## src/design/dgm_pkg.sv

```systemverilog
// shared types, constants and byte tables for the drum grid midi track encoder
package dgm_pkg;

  // tick counts stay below 2^14 at the default parameter values
  localparam int TICK_W = 14;
  localparam int GENE_W = 17;
  localparam int CFG_IDX_W = 3;
  localparam int Q_DEPTH = 4;

  // default parameter values
  localparam int DEF_NUM_STEPS = 16;
  localparam int DEF_TICKS_PER_QUARTER = 480;

  // q1.16 arithmetic
  localparam logic [GENE_W-1:0] Q16_ONE = 17'h10000;
  localparam logic [23:0] Q16_HALF = 24'h008000;
  localparam logic [23:0] VEL_SPAN = 24'd87;
  localparam logic [6:0] VEL_BASE = 7'd40;

  // midi codes
  localparam logic [7:0] STATUS_NOTE_ON = 8'h99;
  localparam logic [7:0] STATUS_NOTE_OFF = 8'h89;
  localparam logic [6:0] RELEASE_VEL = 7'h40;
  localparam logic [TICK_W-1:0] VLQ_ONE_BYTE_MAX = 14'd127;

  // byte positions of the last byte of each command and of the note command fields
  localparam logic [2:0] TEMPO_LAST_IDX = 3'd6;
  localparam logic [2:0] EOT_LAST_IDX = 3'd3;
  localparam logic [2:0] NOTE_LAST_IDX = 3'd4;
  localparam logic [2:0] NOTE_IDX_DELTA_HI = 3'd0;
  localparam logic [2:0] NOTE_IDX_DELTA_LO = 3'd1;
  localparam logic [2:0] NOTE_IDX_STATUS = 3'd2;
  localparam logic [2:0] NOTE_IDX_NOTE = 3'd3;

  // configuration register indexes
  typedef enum logic [CFG_IDX_W-1:0] {
    REG_KICK_DENSITY = 3'd0,
    REG_KICK_VEL_GENE = 3'd1,
    REG_SNARE_DENSITY = 3'd2,
    REG_SNARE_VEL_GENE = 3'd3,
    REG_CHAT_DENSITY = 3'd4,
    REG_CHAT_VEL_GENE = 3'd5,
    REG_OHAT_DENSITY = 3'd6,
    REG_OHAT_VEL_GENE = 3'd7
  } cfg_reg_t;

  // command kinds passed from front to back
  typedef enum logic [1:0] {
    CMD_TEMPO = 2'd0,
    CMD_NOTE_ON = 2'd1,
    CMD_NOTE_OFF = 2'd2,
    CMD_EOT = 2'd3
  } cmd_kind_t;

  typedef struct packed {
    cmd_kind_t kind;
    logic [TICK_W-1:0] delta;
    logic [7:0] note;
    logic [6:0] vel;
    logic last;
  } cmd_t;

  // queue status seen by the front
  typedef struct packed {
    logic full;
    logic empty;
  } q_stat_t;

  // front sequencer states
  typedef enum logic [2:0] {
    FR_IDLE,
    FR_HEAD,
    FR_HITS,
    FR_LO,
    FR_SCAN,
    FR_TAIL,
    FR_FLUSH
  } fr_state_t;

  // voice note numbers: kick, snare, closed hat, open hat
  function automatic logic [7:0] voice_note(input logic [1:0] v);
    logic [7:0] n;
    case (v)
      2'd0: n = 8'd36;
      2'd1: n = 8'd38;
      2'd2: n = 8'd42;
      2'd3: n = 8'd46;
      default: n = 8'd36;
    endcase
    return n;
  endfunction

  // tempo meta event with zero delta
  function automatic logic [7:0] tempo_byte(input logic [2:0] idx);
    logic [7:0] b;
    case (idx)
      3'd0: b = 8'h00;
      3'd1: b = 8'hFF;
      3'd2: b = 8'h51;
      3'd3: b = 8'h03;
      3'd4: b = 8'h07;
      3'd5: b = 8'hA1;
      3'd6: b = 8'h20;
      default: b = 8'h00;
    endcase
    return b;
  endfunction

  // end-of-track meta event with zero delta
  function automatic logic [7:0] eot_byte(input logic [2:0] idx);
    logic [7:0] b;
    case (idx)
      3'd0: b = 8'h00;
      3'd1: b = 8'hFF;
      3'd2: b = 8'h2F;
      3'd3: b = 8'h00;
      default: b = 8'h00;
    endcase
    return b;
  endfunction

endpackage

```

## src/design/dgm_queue.sv

```systemverilog
// small command queue between the slot front end and the byte serializer
module dgm_queue #(
  parameter int DEPTH = dgm_pkg::Q_DEPTH
) (
  input  logic           clk,
  input  logic           rst_n,
  input  logic           push,
  input  dgm_pkg::cmd_t  din,
  input  logic           pop,
  output dgm_pkg::cmd_t  dout,
  output dgm_pkg::q_stat_t stat
);

  localparam int PTR_W = (DEPTH > 1) ? $clog2(DEPTH) : 1;
  localparam int CNT_W = $clog2(DEPTH + 1);

  dgm_pkg::cmd_t mem_r [DEPTH];
  logic [PTR_W-1:0] wr_ptr_r, wr_ptr_nxt;
  logic [PTR_W-1:0] rd_ptr_r, rd_ptr_nxt;
  logic [CNT_W-1:0] cnt_r, cnt_nxt;
  logic do_push, do_pop;

  assign stat.full = (cnt_r == CNT_W'(DEPTH));
  assign stat.empty = (cnt_r == '0);
  assign dout = mem_r[rd_ptr_r];

  assign do_push = push && !stat.full;
  assign do_pop = pop && !stat.empty;

  // pointer and count update
  always_comb begin
    wr_ptr_nxt = wr_ptr_r;
    rd_ptr_nxt = rd_ptr_r;
    cnt_nxt = cnt_r;
    if (do_push) begin
      wr_ptr_nxt = (wr_ptr_r == PTR_W'(DEPTH - 1)) ? '0 : wr_ptr_r + 1'b1;
    end
    if (do_pop) begin
      rd_ptr_nxt = (rd_ptr_r == PTR_W'(DEPTH - 1)) ? '0 : rd_ptr_r + 1'b1;
    end
    if (do_push && !do_pop) begin
      cnt_nxt = cnt_r + 1'b1;
    end else if (do_pop && !do_push) begin
      cnt_nxt = cnt_r - 1'b1;
    end
  end

  always_ff @(posedge clk) begin
    if (!rst_n) begin
      wr_ptr_r <= '0;
      rd_ptr_r <= '0;
      cnt_r <= '0;
    end else begin
      wr_ptr_r <= wr_ptr_nxt;
      rd_ptr_r <= rd_ptr_nxt;
      cnt_r <= cnt_nxt;
    end
  end

  // storage, no reset
  always_ff @(posedge clk) begin
    if (do_push) begin
      mem_r[wr_ptr_r] <= din;
    end
  end

endmodule

```

## src/design/dgm_front.sv

```systemverilog
// slot front end: config registers, bar position, hit search, command issue
module dgm_front #(
  parameter int NUM_STEPS = dgm_pkg::DEF_NUM_STEPS,
  parameter int TICKS_PER_QUARTER = dgm_pkg::DEF_TICKS_PER_QUARTER
) (
  input  logic                            clk,
  input  logic                            rst_n,
  input  logic                            cfg_valid,
  output logic                            cfg_ready,
  input  logic [dgm_pkg::CFG_IDX_W-1:0]   cfg_index,
  input  logic [dgm_pkg::GENE_W-1:0]      cfg_data,
  input  logic                            in_valid,
  output logic                            in_ready,
  input  logic                            in_restart_bar,
  input  dgm_pkg::q_stat_t                q_stat,
  output logic                            q_push,
  output dgm_pkg::cmd_t                   q_din
);

  localparam int STEP = TICKS_PER_QUARTER / 4;
  localparam int GATE = STEP / 2;
  localparam int END_T = NUM_STEPS * STEP;
  localparam int SW = $clog2(NUM_STEPS + 1);
  localparam int TMW = $clog2(STEP + 1);
  localparam int PW = $clog2(NUM_STEPS * NUM_STEPS + 1);
  localparam int TW = dgm_pkg::TICK_W;
  localparam int GW = dgm_pkg::GENE_W;

  // config registers, one array per gene kind
  logic [GW-1:0] dens_r [4];
  logic [GW-1:0] velg_r [4];

  dgm_pkg::fr_state_t state_r, state_nxt;
  logic [TW-1:0] t_r, t_nxt;
  logic [TMW-1:0] tm_r, tm_nxt;
  logic [SW-1:0] sidx_r, sidx_nxt;
  logic [TW-1:0] last_r, last_nxt;
  logic [SW-1:0] step_r, step_nxt;
  logic [1:0] voice_r, voice_nxt;
  logic [SW-1:0] hits_r, hits_nxt;
  logic [PW-1:0] lo_r, lo_nxt;
  logic [PW-1:0] acc_r, acc_nxt;
  logic [SW-1:0] j_r, j_nxt;
  logic [6:0] vel_r, vel_nxt;
  dgm_pkg::cmd_t pend_r, pend_nxt;
  logic pend_v_r, pend_v_nxt;

  logic [GW-1:0] dens_cl, velg_cl;
  logic [23:0] hit_prod, hit_sum, vel_prod;
  logic [SW-1:0] hits_raw;
  logic [2*SW-1:0] lo_prod;
  logic [PW:0] hi_bound;
  logic [TW:0] t_plus;
  logic [TMW:0] tm_sum;
  logic onbeat, at_end, can_load, load_req, flush_req;
  logic [SW-1:0] step_c;
  dgm_pkg::cmd_t load_cmd;

  assign cfg_ready = 1'b1;
  assign in_ready = (state_r == dgm_pkg::FR_IDLE);

  // config writes
  always_ff @(posedge clk) begin
    if (!rst_n) begin
      for (int i = 0; i < 4; i++) begin
        dens_r[i] <= '0;
        velg_r[i] <= '0;
      end
    end else if (cfg_valid) begin
      case (dgm_pkg::cfg_reg_t'(cfg_index))
        dgm_pkg::REG_KICK_DENSITY:   dens_r[0] <= cfg_data;
        dgm_pkg::REG_KICK_VEL_GENE:  velg_r[0] <= cfg_data;
        dgm_pkg::REG_SNARE_DENSITY:  dens_r[1] <= cfg_data;
        dgm_pkg::REG_SNARE_VEL_GENE: velg_r[1] <= cfg_data;
        dgm_pkg::REG_CHAT_DENSITY:   dens_r[2] <= cfg_data;
        dgm_pkg::REG_CHAT_VEL_GENE:  velg_r[2] <= cfg_data;
        dgm_pkg::REG_OHAT_DENSITY:   dens_r[3] <= cfg_data;
        dgm_pkg::REG_OHAT_VEL_GENE:  velg_r[3] <= cfg_data;
        default: ;
      endcase
    end
  end

  // per-voice hit count and velocity arithmetic
  always_comb begin
    dens_cl = (dens_r[voice_r] > dgm_pkg::Q16_ONE) ? dgm_pkg::Q16_ONE : dens_r[voice_r];
    velg_cl = (velg_r[voice_r] > dgm_pkg::Q16_ONE) ? dgm_pkg::Q16_ONE : velg_r[voice_r];
    hit_prod = 24'(dens_cl) * 24'(NUM_STEPS);
    hit_sum = hit_prod + dgm_pkg::Q16_HALF;
    hits_raw = hit_sum[16 +: SW];
    vel_prod = 24'(velg_cl) * dgm_pkg::VEL_SPAN;
    lo_prod = step_r * hits_r;
    hi_bound = {1'b0, lo_r} + (PW+1)'(hits_r);
  end

  // slot position within the bar
  always_comb begin
    t_plus = (TW+1)'(t_r) + (TW+1)'(GATE);
    at_end = t_plus > (TW+1)'(END_T);
    tm_sum = (TMW+1)'(tm_r) + (TMW+1)'(GATE);
    onbeat = (tm_r == '0);
    step_c = (onbeat || tm_r >= TMW'(GATE)) ? sidx_r : sidx_r - SW'(1);
  end

  assign can_load = !pend_v_r || !q_stat.full;

  // sequencer: next state, datapath and command issue
  always_comb begin
    state_nxt = state_r;
    t_nxt = t_r;
    tm_nxt = tm_r;
    sidx_nxt = sidx_r;
    last_nxt = last_r;
    step_nxt = step_r;
    voice_nxt = voice_r;
    hits_nxt = hits_r;
    lo_nxt = lo_r;
    acc_nxt = acc_r;
    j_nxt = j_r;
    vel_nxt = vel_r;
    pend_nxt = pend_r;
    pend_v_nxt = pend_v_r;
    load_req = 1'b0;
    flush_req = 1'b0;
    load_cmd.kind = dgm_pkg::CMD_TEMPO;
    load_cmd.delta = '0;
    load_cmd.note = '0;
    load_cmd.vel = '0;
    load_cmd.last = 1'b0;

    case (state_r)
      dgm_pkg::FR_IDLE: begin
        if (in_valid) begin
          if (in_restart_bar) begin
            t_nxt = '0;
            tm_nxt = '0;
            sidx_nxt = '0;
            last_nxt = '0;
          end
          state_nxt = dgm_pkg::FR_HEAD;
        end
      end
      dgm_pkg::FR_HEAD: begin
        // tempo meta leads the bar
        if (t_r == '0) begin
          load_req = 1'b1;
          load_cmd.kind = dgm_pkg::CMD_TEMPO;
        end
        if (t_r != '0 || can_load) begin
          step_nxt = step_c;
          voice_nxt = '0;
          state_nxt = (step_c < SW'(NUM_STEPS)) ? dgm_pkg::FR_HITS : dgm_pkg::FR_TAIL;
        end
      end
      dgm_pkg::FR_HITS: begin
        // kick and snare never drop below one hit
        if (voice_r < 2'd2 && hits_raw == '0) begin
          hits_nxt = SW'(1);
        end else begin
          hits_nxt = hits_raw;
        end
        vel_nxt = dgm_pkg::VEL_BASE + vel_prod[22:16];
        state_nxt = dgm_pkg::FR_LO;
      end
      dgm_pkg::FR_LO: begin
        lo_nxt = PW'(lo_prod);
        acc_nxt = '0;
        j_nxt = '0;
        state_nxt = dgm_pkg::FR_SCAN;
      end
      dgm_pkg::FR_SCAN: begin
        // walk j*NUM_STEPS up to the window [step*hits, (step+1)*hits)
        if (j_r == hits_r || (acc_r >= lo_r && {1'b0, acc_r} >= hi_bound)) begin
          voice_nxt = voice_r + 2'd1;
          state_nxt = (voice_r == 2'd3) ? dgm_pkg::FR_TAIL : dgm_pkg::FR_HITS;
        end else if (acc_r >= lo_r) begin
          load_req = 1'b1;
          load_cmd.kind = onbeat ? dgm_pkg::CMD_NOTE_ON : dgm_pkg::CMD_NOTE_OFF;
          load_cmd.delta = t_r - last_r;
          load_cmd.note = dgm_pkg::voice_note(voice_r);
          load_cmd.vel = onbeat ? vel_r : dgm_pkg::RELEASE_VEL;
          if (can_load) begin
            last_nxt = t_r;
            voice_nxt = voice_r + 2'd1;
            state_nxt = (voice_r == 2'd3) ? dgm_pkg::FR_TAIL : dgm_pkg::FR_HITS;
          end
        end else begin
          acc_nxt = acc_r + PW'(NUM_STEPS);
          j_nxt = j_r + SW'(1);
        end
      end
      dgm_pkg::FR_TAIL: begin
        if (at_end) begin
          load_req = 1'b1;
          load_cmd.kind = dgm_pkg::CMD_EOT;
          if (can_load) begin
            state_nxt = dgm_pkg::FR_FLUSH;
          end
        end else begin
          state_nxt = dgm_pkg::FR_FLUSH;
        end
      end
      dgm_pkg::FR_FLUSH: begin
        // last command of the slot goes out marked, then the bar advances
        flush_req = 1'b1;
        if (!pend_v_r || !q_stat.full) begin
          pend_v_nxt = 1'b0;
          if (at_end) begin
            t_nxt = '0;
            tm_nxt = '0;
            sidx_nxt = '0;
            last_nxt = '0;
          end else begin
            t_nxt = t_plus[TW-1:0];
            if (tm_sum >= (TMW+1)'(STEP)) begin
              tm_nxt = TMW'(tm_sum - (TMW+1)'(STEP));
              sidx_nxt = sidx_r + SW'(1);
            end else begin
              tm_nxt = tm_sum[TMW-1:0];
            end
          end
          state_nxt = dgm_pkg::FR_IDLE;
        end
      end
      default: state_nxt = dgm_pkg::FR_IDLE;
    endcase

    // one-deep holding slot so the final command can carry the slot end mark
    if (load_req && can_load) begin
      pend_nxt = load_cmd;
      pend_v_nxt = 1'b1;
    end
  end

  assign q_push = pend_v_r && !q_stat.full && ((load_req && can_load) || flush_req);

  always_comb begin
    q_din = pend_r;
    q_din.last = flush_req;
  end

  always_ff @(posedge clk) begin
    if (!rst_n) begin
      state_r <= dgm_pkg::FR_IDLE;
      t_r <= '0;
      tm_r <= '0;
      sidx_r <= '0;
      last_r <= '0;
      pend_v_r <= 1'b0;
      voice_r <= '0;
    end else begin
      state_r <= state_nxt;
      t_r <= t_nxt;
      tm_r <= tm_nxt;
      sidx_r <= sidx_nxt;
      last_r <= last_nxt;
      pend_v_r <= pend_v_nxt;
      voice_r <= voice_nxt;
    end
  end

  // working registers, no reset
  always_ff @(posedge clk) begin
    step_r <= step_nxt;
    hits_r <= hits_nxt;
    lo_r <= lo_nxt;
    acc_r <= acc_nxt;
    j_r <= j_nxt;
    vel_r <= vel_nxt;
    pend_r <= pend_nxt;
  end

endmodule

```

## src/design/dgm_back.sv

```systemverilog
// byte serializer: turns queued commands into track bytes, one per beat
module dgm_back (
  input  logic                 clk,
  input  logic                 rst_n,
  input  dgm_pkg::cmd_t        q_dout,
  input  dgm_pkg::q_stat_t     q_stat,
  output logic                 q_pop,
  output logic                 out_valid,
  input  logic                 out_ready,
  output logic [7:0]           out_track_byte,
  output logic                 out_bar_done,
  output logic                 out_last_of_slot
);

  dgm_pkg::cmd_t cmd_r, cmd_nxt;
  logic cmd_v_r, cmd_v_nxt;
  logic [2:0] idx_r, idx_nxt;
  logic out_v_r, out_v_nxt;
  logic [7:0] byte_r, byte_nxt;
  logic bar_r, bar_nxt;
  logic los_r, los_nxt;
  logic [7:0] cur_byte;
  logic cur_final, emit;

  assign out_valid = out_v_r;
  assign out_track_byte = byte_r;
  assign out_bar_done = bar_r;
  assign out_last_of_slot = los_r;

  assign q_pop = !cmd_v_r && !q_stat.empty;
  assign emit = cmd_v_r && (!out_v_r || out_ready);

  // byte at the current position of the command
  always_comb begin
    cur_byte = '0;
    cur_final = 1'b0;
    case (cmd_r.kind)
      dgm_pkg::CMD_TEMPO: begin
        cur_byte = dgm_pkg::tempo_byte(idx_r);
        cur_final = (idx_r == dgm_pkg::TEMPO_LAST_IDX);
      end
      dgm_pkg::CMD_EOT: begin
        cur_byte = dgm_pkg::eot_byte(idx_r);
        cur_final = (idx_r == dgm_pkg::EOT_LAST_IDX);
      end
      default: begin
        case (idx_r)
          dgm_pkg::NOTE_IDX_DELTA_HI: cur_byte = {1'b1, cmd_r.delta[13:7]};
          dgm_pkg::NOTE_IDX_DELTA_LO: cur_byte = {1'b0, cmd_r.delta[6:0]};
          dgm_pkg::NOTE_IDX_STATUS:
            cur_byte = (cmd_r.kind == dgm_pkg::CMD_NOTE_ON) ?
                       dgm_pkg::STATUS_NOTE_ON : dgm_pkg::STATUS_NOTE_OFF;
          dgm_pkg::NOTE_IDX_NOTE: cur_byte = cmd_r.note;
          default: cur_byte = {1'b0, cmd_r.vel};
        endcase
        cur_final = (idx_r == dgm_pkg::NOTE_LAST_IDX);
      end
    endcase
  end

  // command fetch, byte walk and output register
  always_comb begin
    cmd_nxt = cmd_r;
    cmd_v_nxt = cmd_v_r;
    idx_nxt = idx_r;
    out_v_nxt = out_v_r;
    byte_nxt = byte_r;
    bar_nxt = bar_r;
    los_nxt = los_r;
    if (q_pop) begin
      cmd_nxt = q_dout;
      cmd_v_nxt = 1'b1;
      // short delta fits one vlq byte, skip the high byte
      if ((q_dout.kind == dgm_pkg::CMD_NOTE_ON || q_dout.kind == dgm_pkg::CMD_NOTE_OFF) &&
          q_dout.delta <= dgm_pkg::VLQ_ONE_BYTE_MAX) begin
        idx_nxt = dgm_pkg::NOTE_IDX_DELTA_LO;
      end else begin
        idx_nxt = '0;
      end
    end
    if (emit) begin
      out_v_nxt = 1'b1;
      byte_nxt = cur_byte;
      bar_nxt = cur_final && (cmd_r.kind == dgm_pkg::CMD_EOT);
      los_nxt = cur_final && cmd_r.last;
      idx_nxt = idx_r + 3'd1;
      if (cur_final) begin
        cmd_v_nxt = 1'b0;
      end
    end else if (out_ready) begin
      out_v_nxt = 1'b0;
    end
  end

  always_ff @(posedge clk) begin
    if (!rst_n) begin
      cmd_v_r <= 1'b0;
      out_v_r <= 1'b0;
    end else begin
      cmd_v_r <= cmd_v_nxt;
      out_v_r <= out_v_nxt;
    end
  end

  // payload registers, no reset
  always_ff @(posedge clk) begin
    cmd_r <= cmd_nxt;
    idx_r <= idx_nxt;
    byte_r <= byte_nxt;
    bar_r <= bar_nxt;
    los_r <= los_nxt;
  end

endmodule

```

## src/design/drum_grid_midi_track_encoder.sv

```systemverilog
// top level of the four-voice drum grid to midi track byte encoder
// Each input beat is one half-step slot of the bar; it yields zero to 23 track
// bytes (tempo meta at bar start, delta-coded note-on or note-off per voice that
// hits the slot's step, end-of-track on the last slot), one byte per output beat,
// with last_of_slot on the slot's final byte and bar_done on the end-of-track's
// final byte. For each voice the front end runs a serial hit search of at most
// that voice's hit count; the serializer fetches a command only once the last
// one is done, and a four-entry command queue lets both run apart, so a slot is
// paced by the slower of the two; the front end stalls while the queue is full.
// In_ready is high only while the front end waits for a slot. Config writes are
// taken every cycle.
module drum_grid_midi_track_encoder #(
  parameter int NUM_STEPS = dgm_pkg::DEF_NUM_STEPS,
  parameter int TICKS_PER_QUARTER = dgm_pkg::DEF_TICKS_PER_QUARTER
) (
  input  logic                          clk,
  input  logic                          rst_n,
  input  logic                          cfg_valid,
  output logic                          cfg_ready,
  input  logic [dgm_pkg::CFG_IDX_W-1:0] cfg_index,
  input  logic [dgm_pkg::GENE_W-1:0]    cfg_data,
  input  logic                          in_valid,
  output logic                          in_ready,
  input  logic                          in_restart_bar,
  output logic                          out_valid,
  input  logic                          out_ready,
  output logic [7:0]                    out_track_byte,
  output logic                          out_bar_done,
  output logic                          out_last_of_slot
);

  dgm_pkg::cmd_t q_din, q_dout;
  dgm_pkg::q_stat_t q_stat;
  logic q_push, q_pop;

  // slot front end
  dgm_front #(
    .NUM_STEPS(NUM_STEPS),
    .TICKS_PER_QUARTER(TICKS_PER_QUARTER)
  ) u_front (
    .clk(clk),
    .rst_n(rst_n),
    .cfg_valid(cfg_valid),
    .cfg_ready(cfg_ready),
    .cfg_index(cfg_index),
    .cfg_data(cfg_data),
    .in_valid(in_valid),
    .in_ready(in_ready),
    .in_restart_bar(in_restart_bar),
    .q_stat(q_stat),
    .q_push(q_push),
    .q_din(q_din)
  );

  // command queue
  dgm_queue #(
    .DEPTH(dgm_pkg::Q_DEPTH)
  ) u_queue (
    .clk(clk),
    .rst_n(rst_n),
    .push(q_push),
    .din(q_din),
    .pop(q_pop),
    .dout(q_dout),
    .stat(q_stat)
  );

  // byte serializer
  dgm_back u_back (
    .clk(clk),
    .rst_n(rst_n),
    .q_dout(q_dout),
    .q_stat(q_stat),
    .q_pop(q_pop),
    .out_valid(out_valid),
    .out_ready(out_ready),
    .out_track_byte(out_track_byte),
    .out_bar_done(out_bar_done),
    .out_last_of_slot(out_last_of_slot)
  );

endmodule
```

## config.mk

```make
export PLATFORM = sky130hd
export DESIGN_NAME = drum_grid_midi_track_encoder
export DESIGN_NICKNAME = d
export VERILOG_FILES = /design/src/design/dgm_pkg.sv /design/src/design/dgm_queue.sv /design/src/design/dgm_front.sv /design/src/design/dgm_back.sv /design/src/design/drum_grid_midi_track_encoder.sv
export SDC_FILE = /design/constraint.sdc
export NUM_CORES = 1
export LEC_CHECK = 0
export BUFFER_PORTS_ARGS = -buffer_cell sky130_fd_sc_hd__clkbuf_2
export CORE_UTILIZATION = 63
export DETAILED_ROUTE_END_ITERATION = 6
export PLACE_DENSITY = 0.8
export SYNTH_ARGS = -nofsm -noshare
export SYNTH_HDL_FRONTEND = slang
export SYNTH_SLANG_ARGS = --single-unit
```

## constraint.sdc

```tcl
create_clock -name clk -period 8.5 [get_ports clk]
set_clock_uncertainty 0.2 [all_clocks]
set_input_delay 0.425 -clock clk [delete_from_list [all_inputs] [get_ports clk]]
set_output_delay 0.425 -clock clk [all_outputs]
set_load 0.01 [all_outputs]
```

# [Yosys cells after proc, flatten, opt, wreduce, memory -nomap -nowiden]
# Memories as Yosys holds them, arrays and structs flattened. A register that Yosys moved wholly into a read port is not among the register bits.
# Index checks and enable logic that the tools add are counted.
[totals] register_bits=171 ram_bits=264 input_bits=26 output_inout_bits=13 wordCells=306 n_memories=3
[classes] addsub=17 mul=2 magnitude_cmp=10 n_eq_ne=43 muxes=131 bitwise=11 n_reduce_logical=57
[memory_table] name="u_queue.mem_r" depth=4 word_bits=32 read_ports=1 rd_clocked_by_memory_dff=1 wr=1 line="dgm_queue.sv:17" source="dgm_pkg::cmd_t mem_r [DEPTH];"
[memory_table] name="u_front.dens_r" depth=4 word_bits=17 read_ports=1 rd_clocked_by_memory_dff=1 wr=4 line="dgm_front.sv:30" source="logic [GW-1:0] dens_r [4];"
[memory_table] name="u_front.velg_r" depth=4 word_bits=17 read_ports=1 rd_clocked_by_memory_dff=1 wr=4 line="dgm_front.sv:31" source="logic [GW-1:0] velg_r [4];"
[ops] operator="two-way mux 17 bit" count=10
[ops] operator="two-way mux 14 bit" count=9
[ops] operator="one-hot mux 8 bit (4 select lines)" count=2
[ops] operator="two-way mux 31 bit" count=2
[ops] operator="two-way mux 1 bit" count=49
[ops] operator="one-hot mux 8 bit (6 select lines)" count=1
[ops] operator="two-way mux 5 bit" count=9
[ops] operator="two-way mux 3 bit" count=14
[ops] operator="two-way mux 7 bit" count=6
[ops] operator="one-hot mux 14 bit (3 select lines)" count=1
[ops] operator="greater-than comparator 17 bit, second input constant" count=2
[ops] operator="== test 3 bit, second input constant" count=11
[ops] operator="one-hot mux 8 bit (2 select lines)" count=2
[ops] operator="two-way mux 2 bit" count=14
[ops] operator="one-hot mux 14 bit (2 select lines)" count=1
[ops] operator="multiplier 17 x 7 -> 23 bit, second input constant" count=1
[ops] operator="adder 21 x 16 -> 21 bit, second input constant" count=1
[ops] operator="one-hot mux 3 bit (7 select lines)" count=1
[ops] operator="one-hot mux 5 bit (2 select lines)" count=2
[ops] operator="== test 3 x 2 -> 1 bit, second input constant" count=6
[ops] operator="two-way mux 9 bit" count=2
[ops] operator="one-hot mux 9 bit (2 select lines)" count=1
[ops] operator="nonzero test 2 bit" count=8
[ops] operator="adder 14 x 6 -> 15 bit, second input constant" count=1
[ops] operator="other kinds (52)" count=115

# [Depth between registers and ports, before layout]
# Gate-level depths: netlist of the first run.
[depth] word_depth=14 mapped_depth=25 ltp_nobuf=22

# [Modules after synthesis]
# A second synthesis of the first run with hierarchy kept.
[unflattened] cells_unflattened=1650 area_unflattened_um2=22084.9
[modules_own_cells] module="dgm_front" n_inst=1 cells_per_inst=1288 area_each_um2=14911.8 seq_area_each_um2=6836.6
[modules_own_cells] module="dgm_queue" n_inst=1 cells_per_inst=218 area_each_um2=5138.7 seq_area_each_um2=4023.9
[modules_own_cells] module="dgm_back" n_inst=1 cells_per_inst=144 area_each_um2=2034.5 seq_area_each_um2=1391.3

# [Least setup slack after synthesis of the first run]
# Ideal clock, no wire load.
[synth_timing] path_kind="register to register" from="reg (tool-made name)" to="reg u_front.vel_r[6] (data pin)" setup_time_ps=260 arrival_time_ps=6605 t_required_ps=8040 setup_slack_ps=1435 stages_incl_launch_ff=24 path_buffers=3 synth_period_minus_slack_ps=7065 cell_sequence="dfxtp_1 buf_2 buf_2 mux4_2 nor4_1 nand4_1 nand2_1 clkbuf_1 and2_1 ha_1 fa_1 fa_1 inv_1 fa_1 inv_1 ha_1 a211o_1 a2111oi_0 o21ai_0 o211ai_1 mux2_2 a41oi_1 o2111ai_1 xnor2_1"
[synth_lines] element="end signal, assigned" line="dgm_front.sv:269" source="vel_r <= vel_nxt;"
[synth_lines] element="end, declared" line="dgm_front.sv:44" source="logic [6:0] vel_r, vel_nxt;"

==> results of run 1 <==
flip-flops by register name, summed over array words and instances (netlist names), 8 cells and up, named ones only:
name                   count
u_back.cmd_r              28
u_back.out_track_byte      8
u_front.dens_r            68
u_front.last_r            13
u_front.lo_r               9
u_front.q_din             27
u_front.t_r               12
u_front.velg_r            68
u_queue.mem_r            112
per-layer routing:
metal	vias up	GRT usage
met1	6117	0.299
met5	-	0
li1	5913	-
met3	73	0.0301
met4	0	0.0777
met2	292	0.431
cell families after synthesis:
group / after synthesis
adder cells (fa/ha/maj): 191
AO/OA/AOI/OAI: 212
XOR/XNOR: 69
AND/OR/NAND/NOR: 485
multiplexers: 66
buffers and inverters: 162
other: 2
flip-flops: 406
power breakdown:
part           internal, mW  switching, mW  leakage, nW
Clock                  1.03          0.740        0.651
Combinational         0.963           1.27         4.43
Sequential             2.60          0.232         3.73
worst max-delay path by stage:
stage / end / cells after the start / slack, ns / start
after global placement: u_front.vel_r[6] / 20 / 0.89 / flip-flop
after CTS: u_front.vel_r[6] / 20 / 0.55 / flip-flop
after detailed placement: u_front.vel_r[6] / 20 / 0.57 / flip-flop
after global routing: u_front.vel_r[6] / 20 / 0.31 / flip-flop
final: u_front.vel_r[6] / 20 / 0.87 / flip-flop
after floorplan: u_front.vel_r[6] / 23 / 1.43 / flip-flop
synth_stat cells (43+ instances only):
| library cell | number | area [sq um] |
|---|---|---|
| mux4_2 | 52 | 1170 |
| and2_1 | 177 | 1110 |
| nor2_1 | 79 | 297 |
| a21oi_1 | 48 | 240 |
| inv_1 | 107 | 402 |
| dfxtp_1 | 54 | 1080 |
| ha_1 | 141 | 1760 |
| fa_1 | 50 | 1000 |
| o21ai_0 | 49 | 245 |
| clkbuf_1 | 43 | 161 |
| edfxtp_1 | 352 | 10600 |
| nand2_1 | 66 | 248 |
metrics by stage:
step / setup WS, ns / hold slack [ns]
after global routing: 0.307 / 0.0749
final: 0.871 / 0.0523
after global placement: 0.888 / 0.271
after CTS: 0.554 / 0.0388
after floorplan: 1.43 / 0.259
after detailed placement: 0.573 / 0.286
worst register-to-register path: cells and delay by family, from the launching register on:
family	cells	cell delay, ns
flops	1	0.67
buf+inv	2	0.10
xor+xnor	1	0.14
simple gates	4	1.20
compound gates	6	1.84
mux	2	1.04
fa+ha+maj	5	2.20
area by class of cell:
type / instances / area [sq um] / area share
flip-flops and latches: 406 / 11700 / 0.505
multi-input cells: 1025 / 8820 / 0.382
clock buffers: 52 / 1110 / 0.0481
well taps: 442 / 553 / 0.0240
inverters: 107 / 402 / 0.0174
repair buffers: 54 / 313 / 0.0136
clock inverters: 26 / 234 / 0.0101
timing repair:
item,CTS,global route
hold buffers,0,0
endpoints found under the setup margin,0,1
gates resized for setup,0,1
==> flow_summary.toml, run 1 <==
[worst_setup_path]
worstReg2RegEnd = "u_front.vel_r[6]"
crit_slowest_cell = "dfxtp_4"
end_kind = "flip-flop"
worstSetupStartpointType = "flip-flop"
cpPeakStageDelay_ns = 0.67
rrSetupSlack_ns = 0.87
cpLargestDelayFamily = "adder cells"
path_buf_inv = 2
crit_fanout = 28
arrival_ns = 7.71
rr_worst_depth = 20
crit_chain = "mux4_2, nor4_1, nand4_1, nand2_1, and2_1, ha_1, fa_1, fa_1, inv_1, fa_1, inv_1, ha_1, a211o_1, a2111oi_0, o21ai_0, o211ai_1, mux2_2, a41oi_1, o2111ai_1, xnor2_1"
cpMostUsedCell = "fa_1"
cp_data_required_time_ns = 8.58
crit_type = "flip-flop to flip-flop"

[grt]
track_usage = 0.239
grt_max_degree = 46
grt_pass1_wl_um = 64000
grt_pass1_vias = 12500
gr-total-overflow = 0
antenna_found_initial = 0

[routing]
dr_wl_met2_um = 20400
drt-initial-drc-count = 834
drt-vias-per-instance = 5.87
ant_nets = 0
drt-met1-wl_um = 16000
wl_met3_um = 1660
post_drt_wl_per_cell_um = 18.6
vias = 12400
drtPass1Iterations = 6
drc = 0
routed_wl_um = 39200
routed.top_layer = "met4"

[cells_and_area]
final_cell_mix = "edfxtp_1, and2_1, ha_1"
finish.utilization = 0.706
stdcell_area_sq_mm = 0.0231
nNetsFinal = 1853
stdcell_count = 2112
area_growth_pct = 9.53
final_common_cell = "edfxtp_1"
drive_gt1_frac = 0.111
fill_cells = 2214
num_antenna_cells = 0

[hold_path]
hold_depth = 3
min_path_type = "input port to flip-flop"
whs_endpoint = "u_back.out_valid"
min_from = "out_ready"

[power_and_ir_drop]
leakagePower_nw = 8.82
power_mw = 6.84
vdd_drop_max_uv = 201
power_density_mw_per_mm2 = 296

[logic_synthesis]
yosysWarnings = 0
synth_area_per_cell_sq_um = 13.2
synthXorXnorAreaFrac = 0.0287
synthFlopType = "edfxtp_1"
ys_types = 72
synth.area.mux_share = 0.0623
synth-simple-area-share = 0.126
synth_compound_area_frac = 0.0690
syn-cell-area_sq_mm = 0.0211
ys_seq_area_frac = 0.553
synthAdderAreaFrac = 0.131
postSynth.asyncResetShare = 0
synth_top_family_by_area = "adder cells"
synth_edf_count = 352
syn_inst = 1593
synth_seq_cells = 406
syn-num-nets = 1810

[timing]
final-setup-viol-count = 0
finalCritPeriodShare = 0.898
tightest_slew_ns = 1.09
rsz0062_at_grt = "no"
maxSlewHeadroom = 0.272
finalHoldViolCount = 0
max_freq_mhz = 131
setup-tns-final_ns = 0
maxSlewViolCount = 0
finalCriticalPeriod_ns = 7.63

[clocking]
ctsRootBufferMaster = "clkbuf_16"
cts_tree = "yes"
post_cts_buffers = 0
path_clk_slew_ns = 0.06
cts.path.max_buffers = 3
clock-sinks = 406
numCtsBuffers = 42
htreeDepth = 2
worstSkewPairLatency_ns = 0.53

[placement]
hpwlAfterDp_um = 27600
dpl_cell_area_sq_mm = 0.0217
numPortBuffers = 37
place_inst = 2034
place_congestion = 0.846

[floorplan]
io_pins = 39
die_x_um = 185
rows = 66
core_sq_mm = 0.0327
dieArea_sq_mm = 0.0342
die_h_um = 185
initial_core_util = 0.644

[run_status]
status = "completed"

[flow_run]
maxCapViolations = 0
(Power assumes the default switching activity.)
==> run 2, diff against run 1 <==
--- a/config.mk
+++ b/config.mk
@@ -6,6 +6,7 @@
 export NUM_CORES = 1
 export LEC_CHECK = 0
 export BUFFER_PORTS_ARGS = -buffer_cell sky130_fd_sc_hd__clkbuf_2
+export CORE_ASPECT_RATIO = 1.2
 export CORE_UTILIZATION = 63
 export DETAILED_ROUTE_END_ITERATION = 6
 export PLACE_DENSITY = 0.8
==> run 2 against run 1 <==
- worst hold slack lost 0.024 ns
- final cell count is essentially flat
- largest power group unchanged
- clock power shrank 2%
- global-route usage grew 0.27 points
- die area is essentially flat
- routed wire length grew 1.5%
- sequential cell count is the same
- combinational power grew 2%
- sequential power is essentially flat
- critical path depth is the same
- register-to-register slack lost 0.23 ns
- sequential share of layout area grew 0.15 points
==> flow_summary.toml, run 2 (synthesis gave the netlist of run 1 again) <==
[routing]
routed_wl_um = 39800
ant_nets = 0
drt-initial-drc-count = 829
drt-vias-per-instance = 5.85
drc = 0
post_drt_wl_per_cell_um = 18.8
drtPass1Iterations = 5
vias = 12400

[grt]
gr-total-overflow = 0
antenna_found_initial = 0
track_usage = 0.242
grt_pass1_wl_um = 64200
grt_pass1_vias = 12700
grt_max_degree = 46

[timing]
maxSlewViolCount = 0
finalCritPeriodShare = 0.925
tightest_slew_ns = 1.18
finalHoldViolCount = 0
max_freq_mhz = 127
maxSlewHeadroom = 0.215
final-setup-viol-count = 0
rsz0062_at_grt = "no"
finalCriticalPeriod_ns = 7.86
setup-tns-final_ns = 0

[run_status]
status = "completed"

[cells_and_area]
largest_register_ffs = 112
drive_gt1_frac = 0.112
seqCellArea_sq_mm = 0.0117
area_growth_pct = 9.20
reg_top3 = "u_queue.mem_r x112, u_front.dens_r x68, u_front.velg_r x68"
final_common_cell = "edfxtp_1"
multi_input_area_sq_mm = 0.00882
num_antenna_cells = 0
final_cell_mix = "edfxtp_1, and2_1, ha_1"
fill_cells = 2254
stdcell_count = 2113
nNetsFinal = 1848
top_register = "u_queue.mem_r"

[power_and_ir_drop]
p_int_mw = 4.55
p_sw_frac = 0.334
power_density_mw_per_mm2 = 297
power.switching_mw = 2.28
vdd_drop_max_uv = 245
power_frac_seq = 0.413
leakagePower_nw = 8.79
power_frac_comb = 0.334
clkPwrFrac = 0.253

[worst_setup_path]
cp_data_required_time_ns = 8.60
crit_slowest_cell = "dfxtp_2"
rrSetupSlack_ns = 0.64
end_kind = "flip-flop"
crit_type = "flip-flop to flip-flop"
crit_fanout = 28
arrival_ns = 7.96
cpMostUsedCell = "fa_1"
crit_chain = "mux4_2, nor4_1, nand4_1, nand2_1, and2_1, ha_1, fa_1, fa_1, inv_1, fa_1, inv_1, ha_1, a211o_1, a2111oi_0, o21ai_0, o211ai_1, mux2_2, a41oi_1, o2111ai_1, xnor2_1"
cpPeakStageDelay_ns = 0.93
worstSetupStartpointType = "flip-flop"

[floorplan]
io_pins = 39
die_x_um = 169
die_h_um = 202
dieArea_sq_mm = 0.0342
core_sq_mm = 0.0331
initial_core_util = 0.637
rows = 73

[placement]
numPortBuffers = 37
hpwlAfterDp_um = 28100
place_inst = 2039
place_congestion = 0.852

[clocking]
postCtsHoldBufs = 0
clock-sinks = 406
path_clk_slew_ns = 0.06
cts_tree = "yes"
numCtsBuffers = 40
htreeDepth = 2
cts_resized = 0
worstSkewPairLatency_ns = 0.55
post_cts_buffers = 0
ctsRootBufferMaster = "clkbuf_16"
cts.path.max_buffers = 3

[flow_run]
maxCapViolations = 0

[hold_path]
min_path_type = "input port to flip-flop"
[run 2: cell count changes in the layout (fill, tap and decap cells not counted)]
cell / change
clkbuf_16: -3
and2_2: +4
clkinv_2: +4
dfxtp_2: +1
buf_4: -3
and2_1: -4
clkinvlp_4: -1
clkinv_1: -4
clkbuf_8: +1
clkinvlp_2: -1
clkinv_4: -1
clkinv_8: +1
dfxtp_4: -1
[run 2: worst paths after layout]
| kind | from | to | depth (start not counted) |
|---|---|---|---|
| setup / recovery | flip-flop | u_front.vel_r[6] | 20 |
| setup reg to reg | flip-flop | u_front.vel_r[6] | 20 |
| hold / removal | out_ready | u_back.out_valid | 3 |
| hold reg to reg | u_front.q_din[31] | u_queue.mem_r[0][31] | 0 |
[run 2: final cells by class]
cell class / instances / share of cell area
Inverter: 107 / 0.0175
Tap cell: 450 / 0.0245
Multi-Input combinational cell: 1025 / 0.383
Sequential cell: 406 / 0.506
Clock inverter: 24 / 0.0102
Clock buffer: 50 / 0.0456
Timing Repair Buffer: 51 / 0.0126
[run 2: worst max-delay path: cells and delay by family, from the launching register on]
kind / cells / cell delay [ns]
xor+xnor: 1 / 0.16
flops: 1 / 0.93
mux: 2 / 1.06
compound gates: 6 / 1.72
fa+ha+maj: 5 / 2.20
buf+inv: 2 / 0.09
simple gates: 4 / 1.24
[run 2: per-layer routing]
| metal | share of wire | global-route usage |
|---|---|---|
| met4 | 0.044 | 0.112 |
| met1 | 0.39 | 0.276 |
| met2 | 0.53 | 0.446 |
| met5 | 0 | 0 |
| met3 | 0.038 | 0.0337 |
[run 2: stage by stage]
step,util,total power [mW],cell area (sq um),setup WS (ns),hold slack [ns]
floorplan,-,4.54,21100,1.43,0.259
global placement,0.657,5.02,21700,0.899,0.267
detailed placement,0.657,5.13,21700,0.638,0.284
CTS,0.696,6.86,23000,0.635,0.00666
global route,0.696,7.24,23000,0.167,0.0652
finish,0.696,6.83,23000,0.641,0.0288
[run 2: power by group through the flow]
stage          combinational, mW  clock [mW]  sequential [mW]
4_1_cts                     2.29        1.75             2.83
6_report                    2.28        1.73             2.82
3_5_place_dp                2.27           0             2.86
2_1_floorplan               1.79           0             2.76
5_1_grt                     2.56        1.82             2.86
3_3_place_gp                2.17           0             2.84
==> run 3, diff against run 2 <==
--- a/config.mk
+++ b/config.mk
@@ -7,9 +7,9 @@
 export LEC_CHECK = 0
 export BUFFER_PORTS_ARGS = -buffer_cell sky130_fd_sc_hd__clkbuf_2
 export CORE_ASPECT_RATIO = 1.2
-export CORE_UTILIZATION = 63
+export CORE_UTILIZATION = 65
 export DETAILED_ROUTE_END_ITERATION = 6
-export PLACE_DENSITY = 0.8
+export PLACE_DENSITY = 0.82
 export SYNTH_ARGS = -nofsm -noshare
 export SYNTH_HDL_FRONTEND = slang
 export SYNTH_SLANG_ARGS = --single-unit
==> constraint.sdc (replaced) <==
create_clock -name clk -period 10.1 [get_ports clk]
set_clock_uncertainty 0.2 [all_clocks]
set_input_delay 0.505 -clock clk [delete_from_list [all_inputs] [get_ports clk]]
set_output_delay 0.505 -clock clk [all_outputs]
set_load 0.01 [all_outputs]
==> run 3 against run 2 <==
- the flow now finishes with violations (design-rule violations)
- combinational power decreased by 18%
- sequential power down 15%
- fmax rose by 1.9%
- sequential share of layout area grew 0.30 points
- core utilization up 2.7 points
- largest cell class unchanged
- first-iteration DRC count fell by 6.8%
- power decreased by 17%
- critical path type unchanged
- count of clock-buffer cells in the layout is 8 higher
==> flow_summary.toml, run 3 (synthesis gave the netlist of run 1 again) <==
[timing]
rsz0062_at_grt = "no"
finalCritPeriodShare = 0.764
max_freq_mhz = 130
finalHoldViolCount = 0
maxSlewViolCount = 0
maxSlewHeadroom = 0.169
tightest_slew_ns = 1.24
finalCriticalPeriod_ns = 7.71
final-setup-viol-count = 0
setup-tns-final_ns = 0

[flow_run]
maxCapViolations = 0

[grt]
grt.busiest_layer = "met2"
grt_pass1_vias = 12800
gr-total-overflow = 0
grt_max_degree = 46
track_usage = 0.247
grt_util_met1 = 0.278
antenna_found_initial = 0
use_met2 = 0.465
grt_pass1_wl_um = 64100
grtUsageMet3 = 0.0374

[cells_and_area]
seqCellArea_sq_mm = 0.0117
finish.utilization = 0.723
fill_cells = 2022
top_register = "u_queue.mem_r"
num_antenna_cells = 0
final_common_cell = "edfxtp_1"
nNetsFinal = 1845
reg_top3 = "u_queue.mem_r x112, u_front.dens_r x68, u_front.velg_r x68"
largest_register_ffs = 112
multi_input_area_sq_mm = 0.00882
area_growth_pct = 8.55
final_cell_mix = "edfxtp_1, and2_1, ha_1"
stdcell_area_sq_mm = 0.0229
drive_gt1_frac = 0.105

[clocking]
cts_tree = "yes"
path_clk_slew_ns = 0.06
postCtsHoldBufs = 0
post_cts_buffers = 0
worstSkewPairLatency_ns = 0.54
cts.path.max_buffers = 3
numCtsBuffers = 39
ctsRootBufferMaster = "clkbuf_16"
htreeDepth = 2
cts_resized = 0
clock-sinks = 406

[floorplan]
dieArea_sq_mm = 0.0332
core_sq_mm = 0.0316
initial_core_util = 0.666
rows = 71
die_x_um = 166
io_pins = 39
die_h_um = 199

[power_and_ir_drop]
power.switching_mw = 1.87
leakagePower_nw = 8.74
p_sw_frac = 0.329
vdd_drop_max_uv = 157
p_int_mw = 3.81
power_density_mw_per_mm2 = 248
power_frac_seq = 0.421
power_frac_comb = 0.331
clkPwrFrac = 0.247

[run_status]
status = "complete, but fails checks"
violations = "design-rule violations"

[hold_path]
hold_depth = 3
min_from = "out_ready"
whs_endpoint = "u_back.out_valid"
min_path_type = "input port to flip-flop"

[routing]
post_drt_wl_per_cell_um = 19.2
drc = 4
drtPass1Iterations = 7
drt-vias-per-instance = 6.03
drt-initial-drc-count = 773
vias = 12400
routed_wl_um = 39600
ant_nets = 0

[placement]
hpwlAfterDp_um = 28100
dpl_cell_area_sq_mm = 0.0216
numPortBuffers = 37
place_congestion = 0.866

[worst_setup_path]
arrival_ns = 7.80
worstReg2RegEnd = "u_front.vel_r[6]"
rrSetupSlack_ns = 2.39
cp_data_required_time_ns = 10.19
crit_type = "flip-flop to flip-flop"
rr_worst_depth = 20
crit_fanout = 28
worstSetupStartpointType = "flip-flop"
end_kind = "flip-flop"
run 3: routing by layer:
metal / share of wire / wire length (um)
met1: 0.38 / 15200
met2: 0.54 / 21200
met3: 0.042 / 1670
met4: 0.037 / 1470
met5: 0 / 0
run 3: worst max-delay path by stage:
| stage | cells past startpoint | startpoint | slack, ns | to |
|---|---|---|---|---|
| 2_1_floorplan | 23 | flip-flop | 3.03 | u_front.vel_r[6] |
| 3_3_place_gp | 20 | flip-flop | 2.49 | u_front.vel_r[6] |
| 3_5_place_dp | 20 | flip-flop | 2.41 | u_front.vel_r[6] |
| 4_1_cts | 20 | flip-flop | 2.38 | u_front.vel_r[6] |
| 5_1_grt | 20 | flip-flop | 1.93 | u_front.vel_r[6] |
| 6_report | 20 | flip-flop | 2.39 | u_front.vel_r[6] |
run 3: power by group through the flow:
stage / logic [mW] / clock network [mW] / registers [mW]
after global routing: 2.12 / 1.48 / 2.43
after floorplan: 1.50 / 0 / 2.32
final: 1.88 / 1.40 / 2.39
after global placement: 1.80 / 0 / 2.41
after CTS: 1.89 / 1.42 / 2.40
after detailed placement: 1.87 / 0 / 2.43
run 3: worst max-delay path, cell delays in order (launching register included):
cell       delay [ns]
dfxtp_2          0.93
mux4_2           0.64
nor4_1           0.35
nand4_1          0.16
nand2_1          0.37
and2_1           0.34
ha_1             0.29
fa_1             0.51
fa_1             0.54
inv_1            0.05
fa_1             0.50
inv_1            0.04
ha_1             0.32
a211o_1          0.28
a2111oi_0        0.54
o21ai_0          0.23
o211ai_1         0.27
mux2_2           0.39
a41oi_1          0.20
o2111ai_1        0.14
xnor2_1          0.14
run 3: cell type report:
| cell class | instances | share of cell area |
|---|---|---|
| flip-flops and latches | 406 | 0.509 |
| clock buffers | 58 | 0.0480 |
| repair buffers | 49 | 0.0120 |
| inverters | 107 | 0.0176 |
| multi-input cells | 1025 | 0.385 |
| clock inverters | 14 | 0.00563 |
| well taps | 401 | 0.0219 |
run 3: through the flow:
step,instances,power (mW),hold WS [ns],worst slack (ns)
after floorplan,1593,3.82,0.259,3.03
after global placement,1988,4.21,0.268,2.49
after detailed placement,1988,4.30,0.284,2.41
after CTS,2060,5.70,0.123,2.38
after global routing,2060,6.03,0.162,1.93
final,2060,5.68,0.146,2.39
